## src/hdl/bdll_pkg.sv

```systemverilog
// bdll_pkg: shared sizes, operation and status codes, and word types of the
// bounded doubly linked list. No dependencies; every other file uses it.
`default_nettype none

package bdll_pkg;

	localparam int CAPACITY   = 64;
	localparam int DATA_WIDTH = 32;
	localparam int IDX_W      = $clog2(CAPACITY);
	localparam int CNT_W      = $clog2(CAPACITY + 1);
	localparam int OP_W       = 2;
	localparam int STAT_W     = 2;
	localparam int POS_W      = 7;

	typedef enum logic [OP_W-1:0] {
		OP_INS_FRONT = 2'd0,
		OP_INS_BACK  = 2'd1,
		OP_DELETE    = 2'd2,
		OP_SEARCH    = 2'd3
	} op_t;

	typedef enum logic [STAT_W-1:0] {
		STAT_OK        = 2'd0,
		STAT_EMPTY     = 2'd1,
		STAT_NOT_FOUND = 2'd2,
		STAT_FULL      = 2'd3
	} status_t;

	typedef enum logic {
		S_IDLE,
		S_RUN
	} state_t;

	// one entry of the list as held in a cell
	typedef struct packed {
		logic                  valid;
		logic [DATA_WIDTH-1:0] data;
	} cell_word_t;

	// control from the sequencer to the row of cells
	typedef struct packed {
		logic       shift;
		cell_word_t fill;
	} chain_ctl_t;

endpackage

`default_nettype wire

```

## src/hdl/bdll_cell.sv

```systemverilog
// bdll_cell: one storage cell of the list ring, loads the word on its input on shift.
// Depends on bdll_pkg.
`default_nettype none

module bdll_cell (
	input  wire                  clk,
	input  wire                  arst_n,
	input  wire                  shift,
	input  bdll_pkg::cell_word_t d,
	output bdll_pkg::cell_word_t q
);

	logic                            valid_q;
	logic [bdll_pkg::DATA_WIDTH-1:0] data_q;

	always_ff @(posedge clk or negedge arst_n) begin
		if (!arst_n) begin
			valid_q <= 1'b0;
		end else if (shift) begin
			valid_q <= d.valid;
		end
	end

	always_ff @(posedge clk) begin
		if (shift) begin
			data_q <= d.data;
		end
	end

	assign q.valid = valid_q;
	assign q.data  = data_q;

endmodule

`default_nettype wire

```

## src/hdl/bdll_ctrl.sv

```systemverilog
// bdll_ctrl: operation sequencer; steps the cell ring one full turn per word and
// rewrites the stream leaving the head cell. Depends on bdll_pkg.
`default_nettype none

module bdll_ctrl (
	input  wire                                clk,
	input  wire                                arst_n,
	input  wire                                in_valid,
	output logic                               in_stall,
	input  wire  [bdll_pkg::OP_W-1:0]          op,
	input  wire  [bdll_pkg::DATA_WIDTH-1:0]    value,
	output logic                               out_valid,
	input  wire                                out_stall,
	output logic [bdll_pkg::STAT_W-1:0]        status,
	output logic [bdll_pkg::POS_W-1:0]         position,
	input  bdll_pkg::cell_word_t               head_word,
	input  bdll_pkg::cell_word_t               next_word,
	output bdll_pkg::chain_ctl_t               chain_ctl
);

	bdll_pkg::state_t                state_q, state_d;
	logic [bdll_pkg::IDX_W-1:0]      step_q;
	bdll_pkg::op_t                   op_q;
	logic [bdll_pkg::DATA_WIDTH-1:0] key_q;
	logic [bdll_pkg::CNT_W-1:0]      count_q;
	logic                            flag_q, flag_d;
	bdll_pkg::cell_word_t            carry_q, carry_d;
	logic [bdll_pkg::POS_W-1:0]      pos_q, pos_d;
	logic                            out_valid_q;
	bdll_pkg::status_t               status_q, fin_status;
	logic [bdll_pkg::POS_W-1:0]      position_q, fin_pos;
	logic [bdll_pkg::CNT_W-1:0]      fin_count;

	logic                 accept, last, shift, finish, refused, match;
	bdll_pkg::cell_word_t fill;

	assign accept  = in_valid && !in_stall;
	assign last    = (step_q == bdll_pkg::IDX_W'(bdll_pkg::CAPACITY - 1));
	assign finish  = shift && last;
	assign refused = (count_q == bdll_pkg::CNT_W'(bdll_pkg::CAPACITY));
	assign match   = head_word.valid && (head_word.data == key_q) && !flag_q;

	// next state
	always_comb begin
		state_d = state_q;
		case (state_q)
			bdll_pkg::S_IDLE: begin
				if (accept) state_d = bdll_pkg::S_RUN;
			end
			bdll_pkg::S_RUN: begin
				if (finish) state_d = bdll_pkg::S_IDLE;
			end
			default: state_d = bdll_pkg::S_IDLE;
		endcase
	end

	// state outputs
	always_comb begin
		in_stall = 1'b1;
		shift    = 1'b0;
		case (state_q)
			bdll_pkg::S_IDLE: begin
				in_stall = 1'b0;
			end
			bdll_pkg::S_RUN: begin
				// hold the last step while the previous result is still waiting
				shift = !last || !out_valid_q || !out_stall;
			end
			default: begin
				in_stall = 1'b1;
			end
		endcase
	end

	// stream rewrite at the head of the ring
	always_comb begin
		fill    = head_word;
		carry_d = carry_q;
		flag_d  = flag_q;
		pos_d   = pos_q;
		case (op_q)
			bdll_pkg::OP_INS_FRONT: begin
				if (!refused) begin
					fill.valid = 1'b1;
					fill.data  = (step_q == '0) ? key_q : carry_q.data;
					fill.valid = (step_q == '0) ? 1'b1 : carry_q.valid;
					carry_d    = head_word;
				end
			end
			bdll_pkg::OP_INS_BACK: begin
				if (!refused && !flag_q && !head_word.valid) begin
					fill.valid = 1'b1;
					fill.data  = key_q;
					flag_d     = 1'b1;
				end
			end
			bdll_pkg::OP_DELETE: begin
				// after the drop every later entry moves up by one place
				if (flag_q || match) begin
					fill = next_word;
					if (last) fill.valid = 1'b0;
				end
				if (match) flag_d = 1'b1;
			end
			bdll_pkg::OP_SEARCH: begin
				if (match) begin
					flag_d = 1'b1;
					pos_d  = bdll_pkg::POS_W'(step_q) + bdll_pkg::POS_W'(1);
				end
			end
			default: begin
				fill = head_word;
			end
		endcase
	end

	// result and new fill level at the end of the turn
	always_comb begin
		fin_status = bdll_pkg::STAT_OK;
		fin_pos    = '0;
		fin_count  = count_q;
		case (op_q)
			bdll_pkg::OP_INS_FRONT, bdll_pkg::OP_INS_BACK: begin
				if (refused) fin_status = bdll_pkg::STAT_FULL;
				else         fin_count  = count_q + bdll_pkg::CNT_W'(1);
			end
			bdll_pkg::OP_DELETE: begin
				if (count_q == '0)   fin_status = bdll_pkg::STAT_EMPTY;
				else if (!flag_d)    fin_status = bdll_pkg::STAT_NOT_FOUND;
				else                 fin_count  = count_q - bdll_pkg::CNT_W'(1);
			end
			bdll_pkg::OP_SEARCH: begin
				if (flag_d) fin_pos    = pos_d;
				else        fin_status = bdll_pkg::STAT_NOT_FOUND;
			end
			default: begin
				fin_status = bdll_pkg::STAT_OK;
			end
		endcase
	end

	always_ff @(posedge clk or negedge arst_n) begin
		if (!arst_n) begin
			state_q     <= bdll_pkg::S_IDLE;
			step_q      <= '0;
			count_q     <= '0;
			flag_q      <= 1'b0;
			out_valid_q <= 1'b0;
		end else begin
			state_q <= state_d;
			if (accept) begin
				step_q <= '0;
				flag_q <= 1'b0;
			end else if (shift) begin
				step_q <= step_q + bdll_pkg::IDX_W'(1);
				flag_q <= flag_d;
			end
			if (finish) begin
				count_q     <= fin_count;
				out_valid_q <= 1'b1;
			end else if (out_valid_q && !out_stall) begin
				out_valid_q <= 1'b0;
			end
		end
	end

	always_ff @(posedge clk) begin
		if (accept) begin
			op_q  <= bdll_pkg::op_t'(op);
			key_q <= value;
			pos_q <= '0;
		end else if (shift) begin
			pos_q <= pos_d;
		end
		if (shift) begin
			carry_q <= carry_d;
		end
		if (finish) begin
			status_q   <= fin_status;
			position_q <= fin_pos;
		end
	end

	assign out_valid       = out_valid_q;
	assign status          = status_q;
	assign position        = position_q;
	assign chain_ctl.shift = shift;
	assign chain_ctl.fill  = fill;

`ifndef SYNTHESIS
	a_count_bound: assert property (@(posedge clk) disable iff (!arst_n)
		count_q <= bdll_pkg::CNT_W'(bdll_pkg::CAPACITY))
		else $error("fill level above capacity");

	a_accept_starts: assert property (@(posedge clk) disable iff (!arst_n)
		accept |=> (state_q == bdll_pkg::S_RUN) && (step_q == '0))
		else $error("accepted word did not start a turn at step zero");

	a_pos_only_ok: assert property (@(posedge clk) disable iff (!arst_n)
		(out_valid_q && (position_q != '0)) |-> (status_q == bdll_pkg::STAT_OK))
		else $error("nonzero position without a match");

	a_empty_head: assert property (@(posedge clk) disable iff (!arst_n)
		((state_q == bdll_pkg::S_IDLE) && !head_word.valid) |-> (count_q == '0))
		else $error("head cell empty while list holds entries");
`endif

endmodule

`default_nettype wire

```

## src/hdl/bounded_doubly_linked_list.sv

```systemverilog
// bounded_doubly_linked_list: top level, a ring of list cells and its sequencer.
// Depends on bdll_pkg, bdll_cell and bdll_ctrl.
//
// usage
// - input channel: in_valid / in_stall with op and value; one word is one operation
//   (insert at front, insert at back, delete first match, search)
// - output channel: out_valid / out_stall with status and position; exactly one
//   word per operation, in order
// - the list is kept in order in a ring of CAPACITY cells, head in the first cell;
//   every operation turns the ring once, one cell per cycle while out_stall does
//   not hold the last step, and the sequencer rewrites the word leaving the head
//   cell (insert, drop and close up, or match) and registers the result at turn end
// - in_stall is high for the whole turn, so one operation is in work at a time
// - a finished result waits in the output register; the next word may be accepted
//   meanwhile, and its turn holds at the last step while out_stall keeps the
//   earlier result in place
// - reset clears every cell's valid bit at once: the list starts empty, all
//   CAPACITY places free, no result pending; no clearing pass is needed
`default_nettype none

module bounded_doubly_linked_list (
	input  wire                                clk,
	input  wire                                arst_n,
	input  wire                                in_valid,
	output logic                               in_stall,
	input  wire  [bdll_pkg::OP_W-1:0]          op,
	input  wire  [bdll_pkg::DATA_WIDTH-1:0]    value,
	output logic                               out_valid,
	input  wire                                out_stall,
	output logic [bdll_pkg::STAT_W-1:0]        status,
	output logic [bdll_pkg::POS_W-1:0]         position
);

	// ring of cells, index 0 holds the list head when idle
	bdll_pkg::cell_word_t chain [bdll_pkg::CAPACITY];
	bdll_pkg::chain_ctl_t chain_ctl;

	bdll_ctrl u_ctrl (
		.clk       (clk),
		.arst_n    (arst_n),
		.in_valid  (in_valid),
		.in_stall  (in_stall),
		.op        (op),
		.value     (value),
		.out_valid (out_valid),
		.out_stall (out_stall),
		.status    (status),
		.position  (position),
		.head_word (chain[0]),
		.next_word (chain[1]),
		.chain_ctl (chain_ctl)
	);

	// each cell takes its neighbor's word; the last one takes the rewritten head word
	for (genvar i = 0; i < bdll_pkg::CAPACITY; i++) begin : g_cell
		if (i == bdll_pkg::CAPACITY - 1) begin : g_tail
			bdll_cell u_cell (
				.clk    (clk),
				.arst_n (arst_n),
				.shift  (chain_ctl.shift),
				.d      (chain_ctl.fill),
				.q      (chain[i])
			);
		end else begin : g_body
			bdll_cell u_cell (
				.clk    (clk),
				.arst_n (arst_n),
				.shift  (chain_ctl.shift),
				.d      (chain[i+1]),
				.q      (chain[i])
			);
		end
	end

endmodule

`default_nettype wire
```

## config.mk

```make
export PLATFORM = sky130hd
export DESIGN_NAME = bounded_doubly_linked_list
export DESIGN_NICKNAME = d
export VERILOG_FILES = /design/src/hdl/bdll_pkg.sv /design/src/hdl/bdll_cell.sv /design/src/hdl/bdll_ctrl.sv /design/src/hdl/bounded_doubly_linked_list.sv
export SDC_FILE = /design/constraint.sdc
export NUM_CORES = 1
export LEC_CHECK = 0
export BUFFER_PORTS_ARGS = -buffer_cell sky130_fd_sc_hd__buf_2
export CAP_MARGIN = 20
export CORE_ASPECT_RATIO = 0.5
export CORE_UTILIZATION = 35
export DETAILED_ROUTE_END_ITERATION = 16
export RECOVER_POWER = 50
export SLEW_MARGIN = 10
export SYNTH_ARGS = -nofsm -noshare
export SYNTH_HDL_FRONTEND = slang
export SYNTH_HIERARCHICAL = 1
export SYNTH_SLANG_ARGS = --single-unit
```

## constraint.sdc

```tcl
create_clock -name clk -period 17.93 [get_ports clk]
set_input_delay 2.6895 -clock clk [delete_from_list [all_inputs] [get_ports clk]]
set_output_delay 2.6895 -clock clk [all_outputs]
set_load 0.03 [all_outputs]
```

# Word level (Yosys, flattened, before mapping)
# Cells that the tools add are included.
# classes
shifts	0
muxes	31
mul	0
order_cmp	0
n_bitwise	2
reduce_logical	27
add_sub_neg	4
n_div	0
n_eq_ne	9
# op_table
cell	n
$mux 33	3
$pmux 33 s3	1
$mux 7	5
$eq 32x32->1	1
$mux 32	1
$pmux 7 s2	1
$mux 1	12
$mux 6	2
$add 6x1->7 const B	1
$add 7x1->7 const B	1
$eq 7x7->1 const B	1
$logic_and 1x1->1	7
$logic_not 7->1	1
$sub 7x1->7 const B	1
$add 6x1->6 const B	1
$eq 6x6->1 const B	1
$logic_not 1->1	6
$logic_not 6->1	1
$mux 2	3
$pmux 2 s3	1
$reduce_bool 2->1	3
$reduce_and 5->1	1
$eq 2x2->1 const B	2
$ne 2x2->1 const B	2
other kinds (9)	14
# totals
out_inout_bits	11
regBits	2211
input_bits	38
latchBits	0
word_cells	213
mem_bits_ro	0
ram_bits	0
mem_count	0

# Logic depth before layout (Yosys ltp)
# Gate-level depths: netlist (run 1).
# logic_depth
ltp_word	9
depth_mapped	12
depth_no_buf	9

# Cells and area by module
# Netlist (run 1), hierarchy kept.
# modules_own_cells
mod	seq_area_each_um2	cells_per_inst	n_inst	area_per_inst_um2
bdll_cell	985.9	35	64	1008.5
bdll_ctrl	2822.7	558	1	5744.3

# Least setup slack after synthesis (run 1)
# Ideal clock, no wire load.
# synth_path
kind	input-to-reg
from	in out_stall
to	reg g_cell[0].g_body.u_cell.valid_q
setup_slack_ps	-716
arrival_ps	18508
required_ps	17792
stages	6
path_buffers	2
path_cell_list	nand2_1 -> o21ai_0 -> clkbuf_1 -> inv_1 -> buf_4 -> mux2_4
# synth_between
elab_chain_len	3
# synth_lines
item	line_no	text
start: declaration	bounded_doubly_linked_list.sv:29	input wire out_stall,
$logic_not 1->1	bdll_ctrl.sv:67	shift = !last || !out_valid_q || !out_stall;
$logic_or 1x1->1	bdll_ctrl.sv:67	
$mux 1	bdll_ctrl.sv:61	case (state_q)
net u_ctrl.shift	bdll_ctrl.sv:34	logic accept, last, shift, finish, refused, match;
end signal: assignment	bdll_cell.sv:20	valid_q <= d.valid;
end: declaration	bdll_cell.sv:13	logic valid_q;
# The timed path passes the listed nets, and every way through them passes these cells.
# A chain may end at the register's enable or synchronous reset.

==> results of run 1 <==
-- metrics by stage --
stage / power (mW) / util [%] / hold slack, ps / instances
2_1_floorplan: 8.353 / - / 400.3 / 2798
3_3_place_gp: 8.403 / 37.12 / 400.5 / 5405
3_5_place_dp: 8.444 / 37.12 / 404.5 / 5405
4_1_cts: 12.57 / 40.28 / 395.3 / 5757
5_1_grt: 12.93 / 40.27 / 401.3 / 5760
6_report: 12.38 / 40.27 / 394.6 / 5762
-- registers in the layout, indices dropped and copies added (netlist names) --
signal                        flops
g_cell.g_body.u_cell/data_q    2016
g_cell.g_body.u_cell/valid_q     63
g_cell.g_tail.u_cell/data_q      32
g_cell.g_tail.u_cell/valid_q      1
u_ctrl/carry_q                   33
u_ctrl/count_q                    7
u_ctrl/flag_q                     1
u_ctrl/key_q                     32
u_ctrl/op_q                       2
u_ctrl/out_valid                  1
u_ctrl/pos_q                      7
u_ctrl/position                   7
u_ctrl/state_q                    1
u_ctrl/status                     2
u_ctrl/step_q                     6
-- layer usage --
metal	GRT usage, %	share of wire, %	vias up
met3	1.979	4.4	196
li1	-	-	11500
met5	0	0	-
met1	13.91	50	12860
met4	4.269	3.2	0
met2	12.37	43	477
-- final timing paths --
check / slack, ps / cells after the start / endpoint
setup / recovery: 11060 / 9 / g_cell[5].g_body.u_cell/data_q[1]
max in group asynchronous: 12310 / 2 / g_cell[25].g_body.u_cell/valid_q
setup reg to reg: 12240 / 9 / g_cell[5].g_body.u_cell/data_q[1]
hold reg to reg: 390 / 0 / g_cell[8].g_body.u_cell/data_q[30]
min in group asynchronous: 2470 / 1 / u_ctrl/count_q[1]
hold / removal: 390 / 0 / g_cell[8].g_body.u_cell/data_q[30]
-- placed cells by master (no fill, tap or decap), types with 8 or more instances in the layout --
cell type / count
edfxtp_1: 2124
clkbuf_16: 190
dfrtp_1: 80
clkbuf_1: 71
mux2_4: 64
o21ai_0: 45
clkinv_1: 43
a21oi_1: 41
inv_1: 40
o31ai_1: 32
clkinv_2: 31
a221o_1: 30
a22oi_1: 30
buf_4: 25
buf_2: 22
xor2_1: 21
nand2_1: 20
bufinv_16: 18
nor2_1: 18
nand3_1: 16
xnor2_1: 13
nor2b_1: 12
nor4_1: 12
clkinv_16: 8
mux2i_1: 8
-- area by class of cell --
class	instances	area, um^2	share of cell area [%]
Tap cell	2632	3293	4.130
Sequential cell	2211	65920	82.68
Antenna cell	2	5.005	0.006277
Multi-Input combinational cell	440	3566	4.472
Clock buffer	236	4977	6.243
Timing Repair Buffer	82	518.0	0.6497
Inverter	43	168.9	0.2119
Clock inverter	116	1279	1.604
-- where the power goes --
part	switching (mW)	total, mW	internal [mW]
sequential	0.428	7.96	7.54
clock	1.79	4.04	2.25
combinational	0.253	0.377	0.124
-- kinds of logic after synthesis --
family	after synthesis
AO/OA/AOI/OAI	205
XOR/XNOR	34
adder cells (fa/ha/maj)	8
buffers and inverters	147
flip-flops	2211
multiplexers	77
AND/OR/NAND/NOR	116
-- critical path: cells and delay by family --
kind                   cells  cell delay (ps)
buffers and inverters      7             4000
AOI/OAI and AO/OA          1              110
and+or+nand+nor            1              100
==> results_dict.tcl, run 1 <==
set metrics [dict create \
    dp_worst_setup_slack_ps 9885 \
    cpMostUsedCell "buf_4" \
    via_per_inst 4.345 \
    antenna_found_initial 5 \
    gp_congestion 0.7731 \
    async_reset_ff_share_pct 3.618 \
    violations "max-capacitance violations, max-slew violations" \
    hp-class "reg2reg" \
    drive_gt1_share_pct 12.72 \
    synth_ff_type "edfxtp_1" \
    period_needed_ps 6871 \
    hold_violations 0 \
    leakagePower_nw 25.37 \
    yosysMostFrequentCell "edfxtp_1" \
    synth_compound_area_share_pct 2.001 \
    routed_wl_um 91740 \
    clock_skew_ps 33.58 \
    synthToLayoutAreaGrowth_pct 13.44 \
    drtPass1Iterations 6 \
    maxSlewViolCount 150 \
    ant_nets 0 \
    rows 115 \
    vias 25040 \
    required_ps 18330 \
    critPathMaxStageDelay_ps 830 \
    fmax_ghz 0.1455 \
    die_w_um 635.7 \
    grt_pass1_wl_um 146100 \
    chipHeight_um 318.9 \
    hp-start "g_cell[9].g_body.u_cell/data_q[30]" \
    final.setup.tns_ps 0 \
    ctsHoldBuffers 0 \
    cp_max_fo 173 \
    initial_utilization_pct 35.50 \
    status "complete, but fails checks" \
    crit_type "in2reg" \
    synth_top_family_by_area "compound AO/OA/AOI/OAI gates" \
    ctsResizeCount 0 \
    crit_arrival_ps 7270 \
    synth_mux_area_share_pct 1.561 \
    synthAdderAreaFrac_pct 0.1531 \
    end_kind "flip-flop" \
    r2r-start "u_ctrl/step_q[0]" \
    path_cells "buf_2, nand2_1, o21ai_0, clkbuf_1, inv_8, buf_4, buf_12, buf_4, buf_4" \
    yosysTopAreaCellShare_pct 90.74 \
    dp_hpwl_um 45210 \
    max_slew_margin_pct -106.2 \
    io_buffers 48 \
    post-synth-top-area-cell "edfxtp_1" \
    rsz0062_at_grt "false" \
    synth_area_um2 70290 \
    io_pins 49 \
    synth_cell_type_count 57 \
    wl_per_cell_um 15.92 \
    layout.nets 3013 \
    post_cts_buffers 0 \
    cts_root_buf "clkbuf_16" \
    ys_seq_area_share_pct 93.79 \
    cts_buffer_depth 3 \
    fillCellCount 17040 \
    drc 0 \
    cts_sinks 2211 \
    htreeDepth 4 \
    synth_nets 2844 \
    yosys_warnings 6 \
    synthTopCellsByArea "edfxtp_1 91%, dfrtp_1 2.8%, mux2_4 1.4%, buf_4 0.70%, a221o_1 0.43%" \
    design.core.area_um2 198000 \
    worst_setup_path_start_kind "primary input" \
    yosys_register_bits 2211 \
    setup_ws_ps 11060 \
    fp.dieArea_um2 202700 \
    synth_edf_count 2124 \
    tightest_slew_ps 3079 \
    powerDensity_nw_per_um2 155.3 \
    synthTopCellsByCount "2124 x edfxtp_1, 80 x dfrtp_1, 66 x buf_4" \
    syn_area_per_cell_um2 25.12 \
    crit_start "out_stall" \
    grt_pass1_vias 24700 \
    post-route-cell-area_um2 79730 \
    cts_buffers 189 \
    cap_violations 4 \
    post_dp_cell_area_um2 73500 \
    post-route-period-util_pct 38.32 \
    synthCells 2798 \
    irDropWorstVdd_uv 79.41 \
    cts_tree "built" \
    first_iter_violations 2223 \
    synth_xor_area_share_pct 0.4237 \
    grt_max_degree 207 \
    path_clk_slew_ps 70 \
    setup_viol 0 \
    clk_latency_ps 810 \
    grt_overflow_total 0 \
    synth-simple-area-share_pct 0.9292 \
    grtUsageTotal_pct 9.125 \
    cp_slowest_cell "buf_4" \
]
No activity file was read; power rests on OpenSTA's default activity.
==> run 2: changes to the inputs <==
- clock period: 17.93 -> 5.55 ns (I/O delays scaled with it)
==> run 2 against run 1 <==
Net effect: the flow still finishes with violations (max-capacitance violations, max-slew violations); final cell count about the same; utilization about the same; clock power grew to 3.2 times the previous value; sequential share of layout area is essentially flat; final area about the same; wire length increased by 1.5%; combinational power increased to 3.2 times the previous value; critical path depth down 4; worst hold slack worse by 120 ps; critical endpoint is now g_cell[58].g_body.u_cell/data_q[6]; power rose to 3.2 times the previous value.
==> results_dict.tcl, run 2 (synthesis results as in run 1) <==
set metrics [dict create \
    crit_start "u_ctrl/step_q[0]" \
    status "complete, but fails checks" \
    seqPwrFrac_pct 64.5 \
    cts_buffer_depth 3 \
    ant_nets 0 \
    ctsHoldBuffers 0 \
    fillCellCount 16970 \
    post_cts_buffers 0 \
    design.core.area_um2 198000 \
    rsz0062_at_grt "false" \
    first_iter_violations 2451 \
    antenna_found_initial 4 \
    max_slew_margin_pct -60.66 \
    tightest_slew_ps 2410 \
    crit_arrival_ps 4050 \
    holdWs_ps 273.1 \
    fin_util_pct 40.27 \
    path_clk_slew_ps 60 \
    grt_overflow_total 0 \
    cts_tree "built" \
    setup_ws_ps 1852 \
    switching_power_mw 7.878 \
    violations "max-capacitance violations, max-slew violations" \
    post_dp_cell_area_um2 73600 \
    fmax_ghz 0.2704 \
    swShare_pct 19.76 \
    required_ps 5900 \
    initial_utilization_pct 35.50 \
    cts_root_buf "clkbuf_16" \
    post-route-cell-area_um2 79730 \
    drtPass1Iterations 5 \
    leakagePower_nw 25.38 \
    end_kind "flip-flop" \
    pwr-share-comb_pct 3.1 \
    final_cell_count_no_fill 5765 \
    ctsResizeCount 0 \
    rows 115 \
    final.setup.tns_ps 0 \
    cp_max_fo 213 \
    routed_wl_um 93120 \
    clk_latency_ps 790 \
    hold_violations 0 \
    wl_per_cell_um 16.15 \
    grtUsageTotal_pct 9.286 \
    clock_skew_ps 20.12 \
    io_buffers 48 \
    cts_sinks 2211 \
    maxSlewViolCount 34 \
    layout.nets 3010 \
    io_pins 49 \
    post-route-period-util_pct 66.63 \
    irDropWorstVdd_uv 274.9 \
    dp_hpwl_um 46040 \
    powerDensity_nw_per_um2 500.0 \
    drive_gt1_share_pct 12.72 \
    largest_register_ffs 2016 \
    r2r-start "u_ctrl/step_q[0]" \
    grt_pass1_wl_um 148400 \
    worst_setup_path_start_kind "flip-flop" \
    grt_max_degree 233 \
    grt_pass1_vias 24940 \
    crit_type "reg2reg" \
    vias 25150 \
    cts_buffers 191 \
    clockPowerShare_pct 32.4 \
    final_cell_mix "2124 x edfxtp_1, 193 x clkbuf_16, 79 x dfrtp_1, 78 x clkbuf_1, 64 x mux2_4" \
    synthToLayoutAreaGrowth_pct 13.44 \
    drc 0 \
    hp-start "op[0]" \
    setup_viol 0 \
    dp_worst_setup_slack_ps 1983 \
    fp.dieArea_um2 202700 \
    chipHeight_um 318.9 \
    reg_top3 "g_cell.g_body.u_cell/data_q x2016, g_cell.g_body.u_cell/valid_q x63, u_ctrl/carry_q x33" \
    hp-class "in2reg" \
    period_needed_ps 3698 \
    dp.cells 5401 \
    via_per_inst 4.363 \
    cap_violations 1 \
    final_common_cell "edfxtp_1" \
    regMostFlops "g_cell.g_body.u_cell/data_q" \
    total_power_mw 39.86 \
    die_w_um 635.7 \
    internal_power_mw 31.99 \
    htreeDepth 4 \
    gp_congestion 0.7684 \
]
run 2: changes by cell type in the layout (fill, tap and decap cells not counted), moves of 2 or more:
| cell | previous run | this run |
|---|---|---|
| inv_6 | 2 | 6 |
| buf_12 | 4 | 10 |
| clkbuf_1 | 71 | 78 |
| clkinv_16 | 8 | 1 |
| buf_2 | 22 | 13 |
| buf_4 | 25 | 16 |
| bufinv_16 | 18 | 16 |
| diode_2 | 2 | 4 |
| clkbuf_16 | 190 | 193 |
| clkinv_2 | 31 | 37 |
run 2: critical path, cell delays in order, from the launching register on:
cell       delay, ps
dfrtp_1          470
ha_1             320
nand3_1          190
o21ai_2          650
clkinv_16        620
buf_12           560
run 2: layout make-up:
type	instances	area (um^2)	area share (%)
Antenna cell	4	10.01	0.01255
Clock buffer	240	5056	6.341
Clock inverter	118	1084	1.359
Inverter	43	187.7	0.2354
Multi-Input combinational cell	440	3620	4.540
Sequential cell	2211	65920	82.68
Tap cell	2632	3293	4.130
Timing Repair Buffer	77	558.0	0.6999
run 2: path summary, 6_finish.rpt:
check,to,slack [ps],cells past startpoint
hold reg to reg,g_cell[16].g_body.u_cell/data_q[21],400,0
setup reg to reg,g_cell[58].g_body.u_cell/data_q[6],1850,5
max in group asynchronous,u_ctrl/state_q,3640,3
setup / recovery,g_cell[58].g_body.u_cell/data_q[6],1850,5
min in group asynchronous,u_ctrl/count_q[6],970,2
hold / removal,u_ctrl/op_q[0],270,1
run 2: metal layers:
metal / up-vias / GRT usage (%) / wire [um]
met3: 198 / 2.224 / 4609
met4: 0 / 4.726 / 3560
li1: 11510 / - / -
met2: 504 / 12.55 / 39610
met5: - / 0 / 0
met1: 12940 / 13.89 / 45350
run 2: power by group through the flow:
stage | clock, mW | combinational [mW] | sequential, mW
after floorplan | 0 | 1.13 | 25.6
after global placement | 0 | 1.18 | 25.9
after detailed placement | 0 | 1.24 | 26.0
after CTS | 13.3 | 1.24 | 25.9
after global routing | 14.0 | 1.34 | 26.3
final | 12.9 | 1.22 | 25.7
